### src/rtl/depth_pixel_backprojection_core_defines.svh
// Assertion macros shared by the depth pixel back-projection RTL.
// Expects a clock named aclk and an active-low reset named aresetn in scope.
`ifndef DEPTH_PIXEL_BACKPROJECTION_CORE_DEFINES_SVH
`define DEPTH_PIXEL_BACKPROJECTION_CORE_DEFINES_SVH

// Consequent must hold in the same cycle as the antecedent.
`define DPB_ASSERT_SAME(label, ante, cons) \
    label: assert property (@(posedge aclk) disable iff (!aresetn) (ante) |-> (cons)) \
        else $error("depth pixel back-projection: same-cycle check failed");

// Consequent must hold in the cycle after the antecedent.
`define DPB_ASSERT_NEXT(label, ante, cons) \
    label: assert property (@(posedge aclk) disable iff (!aresetn) (ante) |=> (cons)) \
        else $error("depth pixel back-projection: next-cycle check failed");

`endif

### src/rtl/dpb_pkg.sv
// Shared widths, codes and pipeline control type for depth pixel back-projection.
// No dependencies.
package dpb_pkg;

    localparam int DEPTH_W    = 16;
    localparam int DIST_W     = 31;
    localparam int CENTER_W   = 16;
    localparam int INVF_W     = 24;
    localparam int XY_W       = 32;
    localparam int CFG_IDX_W  = 3;
    localparam int CFG_DATA_W = 31;

    localparam logic [DEPTH_W-1:0] DEPTH_INVALID = 16'hFFFF;

    localparam logic [CFG_IDX_W-1:0] CFG_CLIP_NEAR   = 3'd0;
    localparam logic [CFG_IDX_W-1:0] CFG_CLIP_FAR    = 3'd1;
    localparam logic [CFG_IDX_W-1:0] CFG_CENTER_U    = 3'd2;
    localparam logic [CFG_IDX_W-1:0] CFG_CENTER_V    = 3'd3;
    localparam logic [CFG_IDX_W-1:0] CFG_INV_FOCAL_U = 3'd4;
    localparam logic [CFG_IDX_W-1:0] CFG_INV_FOCAL_V = 3'd5;

    localparam logic [DIST_W-1:0] CLIP_FAR_RESET = 31'd65536;
    localparam logic [DIST_W-1:0] DIST_MAX       = 31'h7FFF_FFFF;

    // Pipeline stages: input, multiply, three divide steps, z, lateral product, output.
    localparam int NUM_STG = 8;
    localparam int ST_IN   = 0;
    localparam int ST_Z    = 5;
    localparam int ST_OUT  = 7;

    typedef struct packed {
        logic [NUM_STG-1:0] load;
        logic [NUM_STG-1:0] valid;
    } dpb_pipe_ctrl_t;

endpackage

### src/rtl/dpb_zmap.sv
// Depth code to z mapping pipeline: span multiply, division by 65535, clip.
// Depends on dpb_pkg; stage loads come from the top-level pipeline control.
module dpb_zmap import dpb_pkg::*; (
    input  logic                 aclk,
    input  dpb_pipe_ctrl_t       ctrl,
    input  logic [DEPTH_W-1:0]   depth_code,
    input  logic [DIST_W-1:0]    clip_near,
    input  logic [DIST_W-1:0]    clip_far,
    output logic [DIST_W-1:0]    z_mid,
    output logic [DIST_W-1:0]    z_out
);

    localparam int PROD_W = DIST_W + DEPTH_W;

    logic [DEPTH_W-1:0] d_reg;
    logic [DIST_W-1:0]  span_reg, span_next;
    logic [4:0]         down_reg;
    logic [PROD_W-1:0]  prod_reg, prod_next;
    logic [DIST_W-1:0]  q0_reg, q0_next;
    logic [DIST_W:0]    s1_reg, s1_next;
    logic [DIST_W-1:0]  qa_reg, qa_next;
    logic [16:0]        s2_reg, s2_next;
    logic [DIST_W-1:0]  q_reg, q_next;
    logic [DIST_W-1:0]  z5_reg, z5_next;
    logic [DIST_W-1:0]  z6_reg, z7_reg;

    logic [PROD_W-1:0]  n_sum;
    logic [16:0]        s3;
    logic               s3_carry;
    logic [DIST_W:0]    near_sum;

    always_comb begin
        span_next = (clip_far < clip_near) ? (clip_near - clip_far) : (clip_far - clip_near);
        prod_next = PROD_W'(span_reg) * PROD_W'(d_reg);

        // N = 65536*q0 + r0 = 65535*q0 + (q0 + r0); the same split is applied twice more.
        n_sum   = prod_reg + PROD_W'(32767);
        q0_next = n_sum[PROD_W-1:16];
        s1_next = (DIST_W+1)'(n_sum[PROD_W-1:16]) + (DIST_W+1)'(n_sum[15:0]);

        s2_next = 17'(s1_reg[DIST_W:16]) + 17'(s1_reg[15:0]);
        qa_next = q0_reg + DIST_W'(s1_reg[DIST_W:16]);

        s3       = 17'(s2_reg[15:0]) + 17'(s2_reg[16]);
        s3_carry = (s3 >= 17'd65535);
        q_next   = qa_reg + DIST_W'(s2_reg[16]) + DIST_W'(s3_carry);

        near_sum = (DIST_W+1)'(clip_near) + (DIST_W+1)'(q_reg);
        if (down_reg[4]) begin
            z5_next = (q_reg > clip_near) ? '0 : (clip_near - q_reg);
        end else begin
            z5_next = near_sum[DIST_W] ? DIST_MAX : near_sum[DIST_W-1:0];
        end
    end

    always_ff @(posedge aclk) begin
        if (ctrl.load[0]) begin
            d_reg       <= depth_code;
            span_reg    <= span_next;
            down_reg[0] <= (clip_far < clip_near);
        end
        if (ctrl.load[1]) begin
            prod_reg    <= prod_next;
            down_reg[1] <= down_reg[0];
        end
        if (ctrl.load[2]) begin
            q0_reg      <= q0_next;
            s1_reg      <= s1_next;
            down_reg[2] <= down_reg[1];
        end
        if (ctrl.load[3]) begin
            qa_reg      <= qa_next;
            s2_reg      <= s2_next;
            down_reg[3] <= down_reg[2];
        end
        if (ctrl.load[4]) begin
            q_reg       <= q_next;
            down_reg[4] <= down_reg[3];
        end
        if (ctrl.load[5]) begin
            z5_reg <= z5_next;
        end
        if (ctrl.load[6]) begin
            z6_reg <= z5_reg;
        end
        if (ctrl.load[7]) begin
            z7_reg <= z6_reg;
        end
    end

    assign z_mid = z5_reg;
    assign z_out = z7_reg;

endmodule

### config.mk
export PLATFORM = sky130hd
export DESIGN_NAME = dpb_zmap
export DESIGN_NICKNAME = d
export VERILOG_FILES = /design/src/rtl/depth_pixel_backprojection_core_defines.svh /design/src/rtl/dpb_pkg.sv /design/src/rtl/dpb_zmap.sv
export SDC_FILE = /design/constraint.sdc
export NUM_CORES = 2
export LEC_CHECK = 0
export BUFFER_PORTS_ARGS = -buffer_cell sky130_fd_sc_hd__buf_2
export CAP_MARGIN = 40
export CORE_MARGIN = 2
export CORE_UTILIZATION = 62
export DETAILED_ROUTE_END_ITERATION = 8
export HOLD_SLACK_MARGIN = 0.12
export PLACE_DENSITY = 0.78
export SYNTH_ARGS = -nofsm -noshare
export SYNTH_HDL_FRONTEND = slang
export SYNTH_SLANG_ARGS = --single-unit
### constraint.sdc
create_clock -name aclk -period 8.3 [get_ports aclk]
set_clock_uncertainty 0.1 [all_clocks]
set_input_delay 1.245 -clock aclk [delete_from_list [all_inputs] [get_ports aclk]]
set_output_delay 1.245 -clock aclk [all_outputs]
set_load 0.01 [all_outputs]
# Yosys cells after proc, flatten, opt, wreduce, memory -nomap -nowiden
# Index checks and enable logic that the tools add are counted.
# op_classes
order_cmp	3
multipliers	1
n_addsub	11
mux	4
# op_table
operator	n
2-to-1 mux 31 bit	4
subtractor 31 bit	3
adder 31 x 1 -> 31 bit	2
adder 47 x 15 -> 47 bit (second input constant)	1
multiplier 31 x 16 -> 47 bit	1
adder 31 x 16 -> 32 bit	1
adder 31 x 31 -> 32 bit	1
adder 31 x 16 -> 31 bit	1
greater-than comparator 31 bit	1
less-than comparator 31 bit	1
adder 16 x 1 -> 17 bit	1
adder 16 x 16 -> 17 bit	1
greater-or-equal comparator 17 x 16 -> 1 bit (second input constant)	1
# totals
output_inout_bits	62
word_cells	35
register_bits	334
input_bits	95

# Logic depth before layout (Yosys ltp)
# logic_depth
ltp_word	3
mapped_depth	23
mapped_depth_nobuf	22

# Least setup slack after synthesis
# No wires, ideal clock.
# synth_timing
path_kind	reg2reg
start	reg span_reg[7]
end	reg prod_reg[45] (data pin)
path_stages_with_launch	24
path_slack_ps	1438
setup_time_ps	265
path_buffers	1
arrival_time_ps	6497
synth_period_minus_slack_ps	6862
cell_sequence	edfxtp_1 clkbuf_1 nand2_1 fa_1 inv_1 fa_1 inv_1 fa_1 inv_1 fa_1 fa_1 inv_1 fa_1 inv_1 ha_1 and4_1 a311o_1 a211oi_1 a211oi_1 a2111oi_2 o31ai_2 a2111oi_0 or3b_1 nand3_1
# synth_via
elab_chain_cells	1
# synth_lines
item	line_no	source
start, declared	dpb_zmap.sv:16	logic [DIST_W-1:0] span_reg, span_next;
start signal, assigned	dpb_zmap.sv:59	span_reg <= span_next;
multiplier 31 x 16 -> 47 bit	dpb_zmap.sv:34	prod_next = PROD_W'(span_reg) * PROD_W'(d_reg);
named net prod_next[45]	dpb_zmap.sv:18	logic [PROD_W-1:0] prod_reg, prod_next;
end signal, assigned	dpb_zmap.sv:63	prod_reg <= prod_next;
end, declared	dpb_zmap.sv:18	
# The timed path passes the listed nets, and every way through them passes these cells.
# A chain may end at the register's enable or synchronous reset.

# Final worst setup path
# layout_timing
start	reg span_reg[9]
end	reg prod_reg[45] (data pin)
# The elaborated chain is that of the path after synthesis.

==> metrics <==
part of the cycle the worst path needs between 90 and 100%; max reg flops 47; WP data required 8.52 ns; Max clock buf depth 3; critical path capture point type flip-flop; cells after synthesis around 3800; root buf cell clkbuf_16; remaining antenna violation count after routing 0; IO buf count 148; vias in the first global route about 28000; WS Path Type flip-flop to flip-flop; via/cell ratio ~6.0; Core Area 58910 sq um; number of nets at the end of the flow 4714; placed cells 4645; Synth Cell Area approximately 37000 sq um; Detailed Route Iter0 Violations about 2300; post-synthesis cell type count slightly above 90; min-delay worst type flip-flop to flip-flop; sequential area share after synthesis approximately 27%; Fmax achieved 129.2 MHz; Synth top cells by count inv_1 (607), nand2_1 (431), fa_1 (412); relative slew slack about 33%; largest net degree at the start of global routing 74; Clock transition at path regs about 0.060 ns; Synthesized Nets ~4600; Synth Flop Type edfxtp_1; crit path DAT 7.96 ns; Post-synth ARST share 0%; DRC 0; Initial Util a little over three fifths; largest area contributor in the netlist edfxtp_1; max-cap violation count 0; CTS H-tree depth 2; Routed Wire Length around 94000 microns; final non-filler cell total about 4700; die height 247.9 microns; Setup Buffers After CTS 0; EDFF count, synth 334; Detailed Place HPWL about 74000 microns; antenna violations before repair 2; Num CTS Buffers 37; share of post-route cells with drive strength above 1 between 7 and 8%; largest cells by area after synthesis edfxtp_1 (27%), fa_1 (22%), ha_1 (10%); routed wire length per instance approximately 20 microns; top-area cell type share of the netlist area roughly 27%; most instantiated library cell after synthesis inv_1; TritonRoute pass-1 iters 5; post-synthesis register bit count ~330; Syn Area/Cell approximately 9.6 sq um; Final Wtd Congestion roughly 0.95; CP Max Fanout 16; final setup TNS 0 ns; hold buffer count at CTS 0; all-layer global routing usage roughly a third; n_diodes 0; Final Critical Period between 7 and 8 ns; Die Wd around 250 microns; outcome finished, final reports clean; num rows approximately 90; post-CTS sizing 0; Clock Latency Late Sink between 0.5 and 0.6 ns; YS warnings 0; total grt overflow 0; unrepaired setup endpoints after global routing no; area grow syn2layout 7.407%; via count 28164; die area 61440 sq um; first-pass GRT wire length about 150000 microns; endpoints failing hold 0; endpoints failing setup 0; CTS tree yes; worst hold margin between 0.3 and 0.4 ns; Slew Limit Fails 0; worst-margin pin slew between 0.9 and 1 ns; I/O Pins around 160; CP Launch Type flip-flop; clock sink count 334
## critical path: stages (launching register included)
cell,delay (ns)
edfxtp_1,0.89
nand2_1,0.18
fa_1,0.57
inv_1,0.05
fa_1,0.48
fa_1,0.60
fa_1,0.44
fa_1,0.50
inv_1,0.07
fa_1,0.52
inv_1,0.05
ha_1,0.35
and4_1,0.26
a311o_1,0.36
a211oi_1,0.35
a211oi_1,0.23
a2111oi_2,0.54
o31ai_2,0.17
a2111oi_0,0.50
or3b_1,0.19
nand3_1,0.07
## cell type report
type	instances	area [sq um]
Clock buffer	39	933.4
Clock inverter	25	249.0
Fill cell	4538	19300
Inverter	609	2286
Multi-Input combinational cell	2739	24010
Sequential cell	334	10030
Tap cell	773	967.2
Timing Repair Buffer	192	1127
## cells in the final DEF, fill, tap and decap left out, types with 33 or more instances in the layout
cell	count
xnor2_1	131
fa_1	412
nand4_1	37
nor3_1	42
edfxtp_1	334
nor2_1	166
buf_2	148
nor2b_1	33
ha_1	294
nand2_1	431
and2_1	214
inv_1	607
clkbuf_16	38
a21oi_1	197
a21o_1	64
buf_4	38
xor2_1	82
o21ai_0	119
nand3_1	69
o21bai_1	40
## final timing paths
path	start	end	slack, ns	cells after the start
max reg2reg	span_reg[9]$_DFFE_PP_	prod_reg[45]$_DFFE_PP_	0.56	20
min	z6_reg[29]$_DFFE_PP_	z_out[29]$_DFFE_PP_	0.32	0
min reg2reg	z6_reg[29]$_DFFE_PP_	z_out[29]$_DFFE_PP_	0.32	0
max	span_reg[9]$_DFFE_PP_	prod_reg[45]$_DFFE_PP_	0.56	20
## metrics by stage
stage | utilization, % | worst slack (ns) | cell area, sq um
2_1_floorplan | - | 1.438 | 36880
3_3_place_gp | 65.06 | 0.6102 | 38320
3_5_place_dp | 65.17 | 0.6432 | 38390
4_1_cts | 67.17 | 0.5869 | 39570
5_1_grt | 67.24 | 0.07246 | 39610
6_report | 67.24 | 0.5581 | 39610
## logic make-up after synthesis
logic type	after synthesis	share of synthesized area [%]
AOI/OAI and AO/OA	666	11.85
xor gates and xnor gates	214	5.134
adders and majority gates	706	32.34
buffers and inverters	749	7.685
DFF	334	27.20
muxes	7	0.2273
and+or+nand+nor	1146	15.56
## routing by layer
| layer | up-vias | GRT usage, % | wire length (microns) |
|---|---|---|---|
| met5 | - | 0 | 16 |
| met4 | 4 | 13.21 | 4146 |
| met3 | 244 | 6.120 | 8577 |
| met2 | 1233 | 51.98 | 44240 |
| met1 | 13757 | 41.08 | 37470 |
| li1 | 12926 | - | - |
Power is left out: the tool's default activity adds up to more than one toggle a clock period on the data nets, which glitch-free logic cannot reach.
