--- src/rtl/depth_pixel_backprojection_core_defines.svh ---
// Assertion macros shared by the depth pixel back-projection RTL.
// Expects a clock named aclk and an active-low reset named aresetn in scope.
`ifndef DEPTH_PIXEL_BACKPROJECTION_CORE_DEFINES_SVH
`define DEPTH_PIXEL_BACKPROJECTION_CORE_DEFINES_SVH

// Consequent must hold in the same cycle as the antecedent.
`define DPB_ASSERT_SAME(label, ante, cons) \
    label: assert property (@(posedge aclk) disable iff (!aresetn) (ante) |-> (cons)) \
        else $error("depth pixel back-projection: same-cycle check failed");

// Consequent must hold in the cycle after the antecedent.
`define DPB_ASSERT_NEXT(label, ante, cons) \
    label: assert property (@(posedge aclk) disable iff (!aresetn) (ante) |=> (cons)) \
        else $error("depth pixel back-projection: next-cycle check failed");

`endif

--- src/rtl/dpb_pkg.sv ---
// Shared widths, codes and pipeline control type for depth pixel back-projection.
// No dependencies.
package dpb_pkg;

    localparam int DEPTH_W    = 16;
    localparam int DIST_W     = 31;
    localparam int CENTER_W   = 16;
    localparam int INVF_W     = 24;
    localparam int XY_W       = 32;
    localparam int CFG_IDX_W  = 3;
    localparam int CFG_DATA_W = 31;

    localparam logic [DEPTH_W-1:0] DEPTH_INVALID = 16'hFFFF;

    localparam logic [CFG_IDX_W-1:0] CFG_CLIP_NEAR   = 3'd0;
    localparam logic [CFG_IDX_W-1:0] CFG_CLIP_FAR    = 3'd1;
    localparam logic [CFG_IDX_W-1:0] CFG_CENTER_U    = 3'd2;
    localparam logic [CFG_IDX_W-1:0] CFG_CENTER_V    = 3'd3;
    localparam logic [CFG_IDX_W-1:0] CFG_INV_FOCAL_U = 3'd4;
    localparam logic [CFG_IDX_W-1:0] CFG_INV_FOCAL_V = 3'd5;

    localparam logic [DIST_W-1:0] CLIP_FAR_RESET = 31'd65536;
    localparam logic [DIST_W-1:0] DIST_MAX       = 31'h7FFF_FFFF;

    // Pipeline stages: input, multiply, three divide steps, z, lateral product, output.
    localparam int NUM_STG = 8;
    localparam int ST_IN   = 0;
    localparam int ST_Z    = 5;
    localparam int ST_OUT  = 7;

    typedef struct packed {
        logic [NUM_STG-1:0] load;
        logic [NUM_STG-1:0] valid;
    } dpb_pipe_ctrl_t;

endpackage

--- src/rtl/dpb_lateral.sv ---
// One lateral coordinate pipeline: pixel offset, slope, scale by z, round and saturate.
// Depends on dpb_pkg and the assertion macro header; z arrives from dpb_zmap.
`include "depth_pixel_backprojection_core_defines.svh"

module dpb_lateral import dpb_pkg::*; #(
    parameter int COORD_BITS = 12
) (
    input  logic                  aclk,
    input  logic                  aresetn,
    input  dpb_pipe_ctrl_t        ctrl,
    input  logic [COORD_BITS-1:0] coord,
    input  logic [CENTER_W-1:0]   center,
    input  logic [INVF_W-1:0]     inv_focal,
    input  logic [DIST_W-1:0]     z,
    output logic [XY_W-1:0]       point
);

    localparam int CQ_W = COORD_BITS + 4;
    localparam int DW   = (CQ_W > CENTER_W) ? CQ_W : CENTER_W;
    localparam int PT_W = DW + INVF_W;
    localparam int TW   = PT_W - 12;
    localparam int PP_W = DIST_W + TW;
    localparam int PR_W = PP_W - 16;

    logic [DW-1:0]      cq, cen, dmag_next;
    logic               neg_next;
    logic [NUM_STG-1:0] neg_reg;
    logic [DW-1:0]      dmag_reg;
    logic [PT_W-1:0]    pt_reg, pt_next, t_sum;
    logic [TW-1:0]      tmag_reg [2:ST_Z];
    logic [PP_W-1:0]    p_reg, p_next, p_sum;
    logic [PR_W-1:0]    pmag;
    logic [XY_W-1:0]    mag32;
    logic [XY_W-1:0]    point_reg, point_next;

    always_comb begin
        cq        = DW'({coord, 4'b0000});
        cen       = DW'(center);
        neg_next  = (cq < cen);
        dmag_next = neg_next ? (cen - cq) : (cq - cen);

        pt_next = PT_W'(dmag_reg) * PT_W'(inv_focal);
        t_sum   = pt_reg + PT_W'(2048);

        p_next = PP_W'(z) * PP_W'(tmag_reg[ST_Z]);

        // Round the magnitude half up, then saturate asymmetrically by sign.
        p_sum = p_reg + PP_W'(32768);
        pmag  = p_sum[PP_W-1:16];
        if (neg_reg[ST_OUT-1]) begin
            mag32      = (pmag > PR_W'(33'h0_8000_0000)) ? 32'h8000_0000 : pmag[XY_W-1:0];
            point_next = 32'd0 - mag32;
        end else begin
            mag32      = (pmag > PR_W'(32'h7FFF_FFFF)) ? 32'h7FFF_FFFF : pmag[XY_W-1:0];
            point_next = mag32;
        end
    end

    always_ff @(posedge aclk) begin
        for (int k = 0; k < NUM_STG; k++) begin
            if (ctrl.load[k]) begin
                neg_reg[k] <= (k == 0) ? neg_next : neg_reg[(k == 0) ? 0 : k-1];
            end
        end
        if (ctrl.load[0]) begin
            dmag_reg <= dmag_next;
        end
        if (ctrl.load[1]) begin
            pt_reg <= pt_next;
        end
        if (ctrl.load[2]) begin
            tmag_reg[2] <= t_sum[PT_W-1:12];
        end
        for (int k = 3; k <= ST_Z; k++) begin
            if (ctrl.load[k]) begin
                tmag_reg[k] <= tmag_reg[k-1];
            end
        end
        if (ctrl.load[6]) begin
            p_reg <= p_next;
        end
        if (ctrl.load[7]) begin
            point_reg <= point_next;
        end
    end

    assign point = point_reg;

    // A pixel left of (or above) the principal point never yields a positive coordinate.
    `DPB_ASSERT_SAME(a_lat_sign, ctrl.valid[ST_OUT], neg_reg[ST_OUT] ? (point[XY_W-1] || point == '0) : !point[XY_W-1])

endmodule

--- config.mk ---
export PLATFORM = sky130hd
export DESIGN_NAME = dpb_lateral
export DESIGN_NICKNAME = d
export VERILOG_FILES = /design/src/rtl/dpb_pkg.sv /design/src/rtl/dpb_lateral.sv
export VERILOG_INCLUDE_DIRS = /design/src /design/src/rtl
export SDC_FILE = /design/constraint.sdc
export NUM_CORES = 2
export LEC_CHECK = 0
export ABC_AREA = 0
export BUFFER_PORTS_ARGS = -buffer_cell sky130_fd_sc_hd__buf_4
export CORE_ASPECT_RATIO = 1.75
export CORE_MARGIN = 5
export CORE_UTILIZATION = 47
export DETAILED_ROUTE_END_ITERATION = 12
export PLACE_DENSITY = 0.7
export SYNTH_ARGS = -nofsm -noshare
export SYNTH_HDL_FRONTEND = slang
export SYNTH_SLANG_ARGS = --single-unit
--- constraint.sdc ---
create_clock -name aclk -period 10.2 [get_ports aclk]
set_input_delay 1.02 -clock aclk [delete_from_list [all_inputs] [get_ports aclk]]
set_output_delay 1.02 -clock aclk [all_outputs]
set_load 0.02 [all_outputs]
Word level (Yosys, flattened, before mapping)
Memories as Yosys holds them, arrays and structs flattened.
Index checks and enable logic that the tools add are counted.
{"block": "classes", "muxes": 12, "add_sub_neg": 5, "multipliers": 2, "order_cmp": 3}
{"op": "2-to-1 mux 32 bit", "count": 3}
{"op": "adder 59 x 16 -> 59 bit (second input constant)", "count": 1}
{"op": "multiplier 31 x 28 -> 59 bit", "count": 1}
{"op": "greater-than comparator 43 x 31 -> 1 bit (second input constant)", "count": 1}
{"op": "greater-than comparator 43 x 32 -> 1 bit (second input constant)", "count": 1}
{"op": "adder 40 x 12 -> 40 bit (second input constant)", "count": 1}
{"op": "multiplier 16 x 24 -> 40 bit", "count": 1}
{"op": "subtractor 1 x 32 -> 32 bit (first input constant)", "count": 1}
{"op": "subtractor 16 bit", "count": 2}
{"op": "< comparator 16 bit", "count": 1}
{"op": "2-to-1 mux 16 bit", "count": 1}
{"op": "2-to-1 mux 1 bit", "count": 8}
{"block": "totals", "mem_bits_rw": 112, "out_inout_bits": 32, "input_bits": 101, "reg_bits": 154, "memories": 1, "wordCells": 34}
{"name": "tmag_reg", "depth": 4, "width": 28, "read_ports": 4, "rd_clocked_by_memory_dff": 0, "wr": 4, "line_no": "dpb_lateral.sv:30", "text": "logic [TW-1:0] tmag_reg [2:ST_Z];"}

Depth between registers and ports, before layout
{"block": "logic_depth", "word_depth": 5, "depth_mapped": 28, "depth_no_buf": 25}

Least setup slack after synthesis
No wires, ideal clock.
{"block": "synth_timing", "kind": "input to register", "start": "input z[21]", "end": "register p_reg[53] (data pin)", "arrival_ns": 7.758, "required_time_ns": 9.936, "setup_time_ns": 0.264, "setup_slack_ns": 2.178, "n_path_buf": 2, "cell_stages": 25, "path_cell_list": "clkbuf_1 > clkbuf_1 > nand2_1 > fa_1 > inv_1 > fa_1 > inv_1 > fa_1 > inv_1 > fa_1 > fa_1 > fa_1 > inv_1 > fa_1 > inv_1 > ha_1 > a21oi_1 > nor2b_1 > or3_1 > or3_1 > a211o_1 > a31oi_1 > o211ai_1 > a221oi_1 > xnor2_1"}
{"block": "synth_via", "elab_chain_len": 1}
{"element": "start: declaration", "line_no": "dpb_lateral.sv:14", "text": "input logic [DIST_W-1:0] z,"}
{"element": "multiplier 31 x 28 -> 59 bit", "line_no": "dpb_lateral.sv:45", "text": "p_next = PP_W'(z) * PP_W'(tmag_reg[ST_Z]);"}
{"element": "named net p_next[53]", "line_no": "dpb_lateral.sv:31", "text": "logic [PP_W-1:0] p_reg, p_next, p_sum;"}
{"element": "end signal: assignment", "line_no": "dpb_lateral.sv:80", "text": "p_reg <= p_next;"}
{"element": "end: declaration", "line_no": "dpb_lateral.sv:31"}
The timed path passes the listed nets, and every way through them passes these cells.
A chain may end at the register's enable or synchronous reset.

==> impl_summary.txt <==
----------------------------------------------------
[Run status]
  Outcome ... complete, no violations

[Job]
  Max Cap Violations ... 0

[Timing]
  Peak Freq ... 118 MHz
  Unrepaired setup endpoints after global routing ... false
  Max-slew headroom at the worst pin ... 0.191
  Fin. Hold Viols ... 0
  Final critical-path share of the clock period ... 0.828
  Count of pins over their slew limit ... 0
  Final TNS setup ... 0 ns
  Worst hold-check slack ... 0.396 ns
  Post-layout min period ... 8.45 ns
  Final setup violating endpoints ... 0
  Slew at the pin closest to its max-slew limit ... 1.21 ns
  Clock tree skew after final layout ... 0.0294 ns

[Die]
  Die width ... 258 um
  Core box area ... 107,000 sq um
  Initial standard-cell utilization of the core ... 0.473
  Cell row count ... 159
  Total I/O pin count ... 133
  Area enclosed by the die boundary ... 115,000 sq um
  Die boundary height ... 445 um

[Synthesis]
  Number of standard cells after synthesis ... 5,381
  Portion of the post-synthesis area used by sequential elements ... 0.142
  Synthesized area divided by synthesized cell count ... 9.44 sq um
  Flop and latch count out of synthesis ... 240
  Post-Synthesis Cell Area ... 50,800 sq um
  Synth cell types ... 82
  Number of enable flip-flop cells after synthesis ... 240
  Count of warnings emitted by yosys ... 0
  Number of nets produced by synthesis ... 6,883
  Main synth FF type ... sky130_fd_sc_hd__edfxtp_1
  Async set-reset flop share out of synthesis ... 0

[Place]
  Final weighted congestion of routability-driven global placement ... 0.940
  Total half-perimeter wirelength after legalization and detailed placement ... 102,000 um
  Quantity of I/O buffers inserted on ports ... 123

[Critical path]
  Endpoint arrival time on the critical path ... 8.76 ns
  Crit end category ... register
  Crit Path Class ... reg2reg
  Maximum fanout along the worst path ... 22
  Required arrival time at the worst endpoint ... 10.51 ns
  Critical Path Start Type ... register

[Final layout]
  Layout net count ... 6,790
  Fraction of layout cells with a size suffix above 1 ... 0.0435
  Signed area change from the synthesized netlist to the final layout ... 5.29%
  Total of fill cells in the finished design ... 9,883
  Multi-input combinational cell area ... 38,000 sq um
  Combined flip-flop and latch cell area ... 7210 sq um
  Flip-flop count of the largest register, all copies and words added ... 112

[Detailed routing]
  Pre-Repair DR Iteration Count ... 10
  Overall via count from detail_route ... 36,700
  Post-detailed-routing wire length ... 130,000 um
  Wire per inst ... 19.5 um
  Drt via density ... 5.49
  Remaining DRCs ... 0
  Antenna Violating Nets Remaining ... 0
  Number of DRC markers in iteration 0 ... 1,743

[Global route]
  Overflow left after global routing ... 0
  Initial antenna violation count ... 3
  First-pass GRT wire length ... 210,000 um
  Gr usage total ... 0.228
  Via count of the first global-routing pass ... 41,000
  Maximum number of pins on one net before global-route repair ... 47

[Clocking]
  Clock sink count ... 240
  Setup fix buffers added after clock tree synthesis ... 0
  Buffer cell driving the clock tree root ... sky130_fd_sc_hd__clkbuf_16
  Clock insertion delay at the later pin of the skew report ... 0.58 ns
  CTS Hold Bufs ... 0
  TritonCTS clock tree ... done
  Max H-tree Level ... 1
  CTS clk-pin slew, worst paths ... 0.08 ns
  CTS Buf Count ... 25
  Maximum clock path buffer count ... 3
  Resized cells post-CTS ... 0

[Min path]
  Class of the tightest hold or removal check ... reg2reg

----------------------------------------------------
==> synthesized netlist by cell type (7+ instances only) <==
cell	instances	area, sq um
sky130_fd_sc_hd__a211oi_1	17	128
sky130_fd_sc_hd__a21boi_0	7	52.6
sky130_fd_sc_hd__a21o_1	38	285
sky130_fd_sc_hd__a21oi_1	90	450
sky130_fd_sc_hd__a22oi_1	7	52.6
sky130_fd_sc_hd__a311oi_1	8	70.1
sky130_fd_sc_hd__a31oi_1	15	93.8
sky130_fd_sc_hd__and2_1	586	3670
sky130_fd_sc_hd__and3_1	25	156
sky130_fd_sc_hd__and4_1	23	201
sky130_fd_sc_hd__buf_2	19	95.1
sky130_fd_sc_hd__clkbuf_1	251	942
sky130_fd_sc_hd__edfxtp_1	240	7210
sky130_fd_sc_hd__fa_1	1057	21200
sky130_fd_sc_hd__ha_1	344	4300
sky130_fd_sc_hd__inv_1	1213	4550
sky130_fd_sc_hd__mux2i_1	9	90.1
sky130_fd_sc_hd__nand2_1	788	2960
sky130_fd_sc_hd__nand3_1	58	290
sky130_fd_sc_hd__nand3b_1	7	52.6
sky130_fd_sc_hd__nand4_1	35	219
sky130_fd_sc_hd__nor2_1	94	353
sky130_fd_sc_hd__nor2b_1	17	106
sky130_fd_sc_hd__nor3_1	40	200
sky130_fd_sc_hd__nor4_1	19	119
sky130_fd_sc_hd__o211ai_1	9	67.6
sky130_fd_sc_hd__o21a_1	17	128
sky130_fd_sc_hd__o21ai_0	53	265
sky130_fd_sc_hd__o21bai_1	15	113
sky130_fd_sc_hd__o22ai_1	9	56.3
sky130_fd_sc_hd__o31ai_1	12	90.1
sky130_fd_sc_hd__or2_2	7	43.8
sky130_fd_sc_hd__or3_1	12	75.1
sky130_fd_sc_hd__or4_1	7	52.6
sky130_fd_sc_hd__xnor2_1	103	902
sky130_fd_sc_hd__xor2_1	41	359
==> area by class of cell <==
cell class | count | area share
Antenna cell | 4 | 0.000187
Clock buffer | 26 | 0.0118
Clock inverter | 19 | 0.00426
Inverter | 1213 | 0.0852
Multi-Input combinational cell | 3654 | 0.710
Sequential cell | 240 | 0.135
Tap cell | 1368 | 0.0320
Timing Repair Buffer | 154 | 0.0216
==> logic make-up (layout without fill, tap and decap cells) <==
logic type,count (synthesis),in the layout,synth area share
AOI/OAI and AO/OA,351,351,0.0463
other,0,4,0
DFF,240,240,0.142
muxes,14,14,0.00288
and+or+nand+nor,1744,1744,0.172
buffers and inverters,1487,1412,0.111
adders and majority gates,1401,1401,0.502
xor gates and xnor gates,144,144,0.0248
==> metrics by stage <==
step	std cells	worst slack (ns)	utilization	instance area [sq um]
after floorplan	5381	2.18	-	50800
after global placement	6629	1.67	0.490	52600
after detailed placement	6629	1.66	0.490	52600
after CTS	6674	1.80	0.498	53500
after global routing	6674	1.49	0.498	53500
final	6678	1.75	0.498	53500
==> layer usage <==
metal,share of wire,track usage,vias to the layer above,wire length (um)
met3,0.052,0.0275,558,6770
met5,0,0,-,0
met4,0.072,0.132,0,9370
li1,-,-,16000,-
met1,0.32,0.229,18800,41600
met2,0.56,0.447,1348,72200
==> critical path, stage by stage (launching register included) <==
cell and delay [ns]:
sky130_fd_sc_hd__edfxtp_1 1.15, sky130_fd_sc_hd__buf_4 0.35, sky130_fd_sc_hd__and2_1 0.18, sky130_fd_sc_hd__fa_1 0.46, sky130_fd_sc_hd__fa_1 0.57, sky130_fd_sc_hd__fa_1 0.54
sky130_fd_sc_hd__inv_1 0.07, sky130_fd_sc_hd__fa_1 0.48, sky130_fd_sc_hd__inv_1 0.05, sky130_fd_sc_hd__fa_1 0.48, sky130_fd_sc_hd__fa_1 0.59, sky130_fd_sc_hd__fa_1 0.45
sky130_fd_sc_hd__ha_1 0.38, sky130_fd_sc_hd__a21oi_1 0.25, sky130_fd_sc_hd__o21ai_0 0.16, sky130_fd_sc_hd__a311oi_1 0.25, sky130_fd_sc_hd__a21oi_1 0.12, sky130_fd_sc_hd__buf_4 0.18
sky130_fd_sc_hd__a211o_1 0.42, sky130_fd_sc_hd__a31oi_1 0.36, sky130_fd_sc_hd__o211ai_1 0.23, sky130_fd_sc_hd__a221oi_1 0.36, sky130_fd_sc_hd__xnor2_1 0.11
==> cells in the final DEF, fill, tap and decap left out, types with 35 or more instances in the layout <==
master	n
sky130_fd_sc_hd__nand3_1	58
sky130_fd_sc_hd__a21o_1	38
sky130_fd_sc_hd__and2_1	586
sky130_fd_sc_hd__inv_1	1213
sky130_fd_sc_hd__nor2_1	94
sky130_fd_sc_hd__edfxtp_1	240
sky130_fd_sc_hd__nor3_1	40
sky130_fd_sc_hd__xor2_1	41
sky130_fd_sc_hd__ha_1	344
sky130_fd_sc_hd__fa_1	1057
sky130_fd_sc_hd__nand2_1	788
sky130_fd_sc_hd__buf_4	154
sky130_fd_sc_hd__nand4_1	35
sky130_fd_sc_hd__o21ai_0	53
sky130_fd_sc_hd__a21oi_1	90
sky130_fd_sc_hd__xnor2_1	103
==> worst paths after layout <==
kind              startpoint              end  slack, ns  cells past startpoint
min reg2reg   tmag_reg[2][7]  tmag_reg[2][35]       0.40                      0
max reg2reg  tmag_reg[2][29]        p_reg[53]       1.75                     22
min           tmag_reg[2][7]  tmag_reg[2][35]       0.40                      0
max          tmag_reg[2][29]        p_reg[53]       1.75                     22
Power is not shown: default switching activity piles up to over one toggle a cycle in this logic, so the estimate is an artifact.
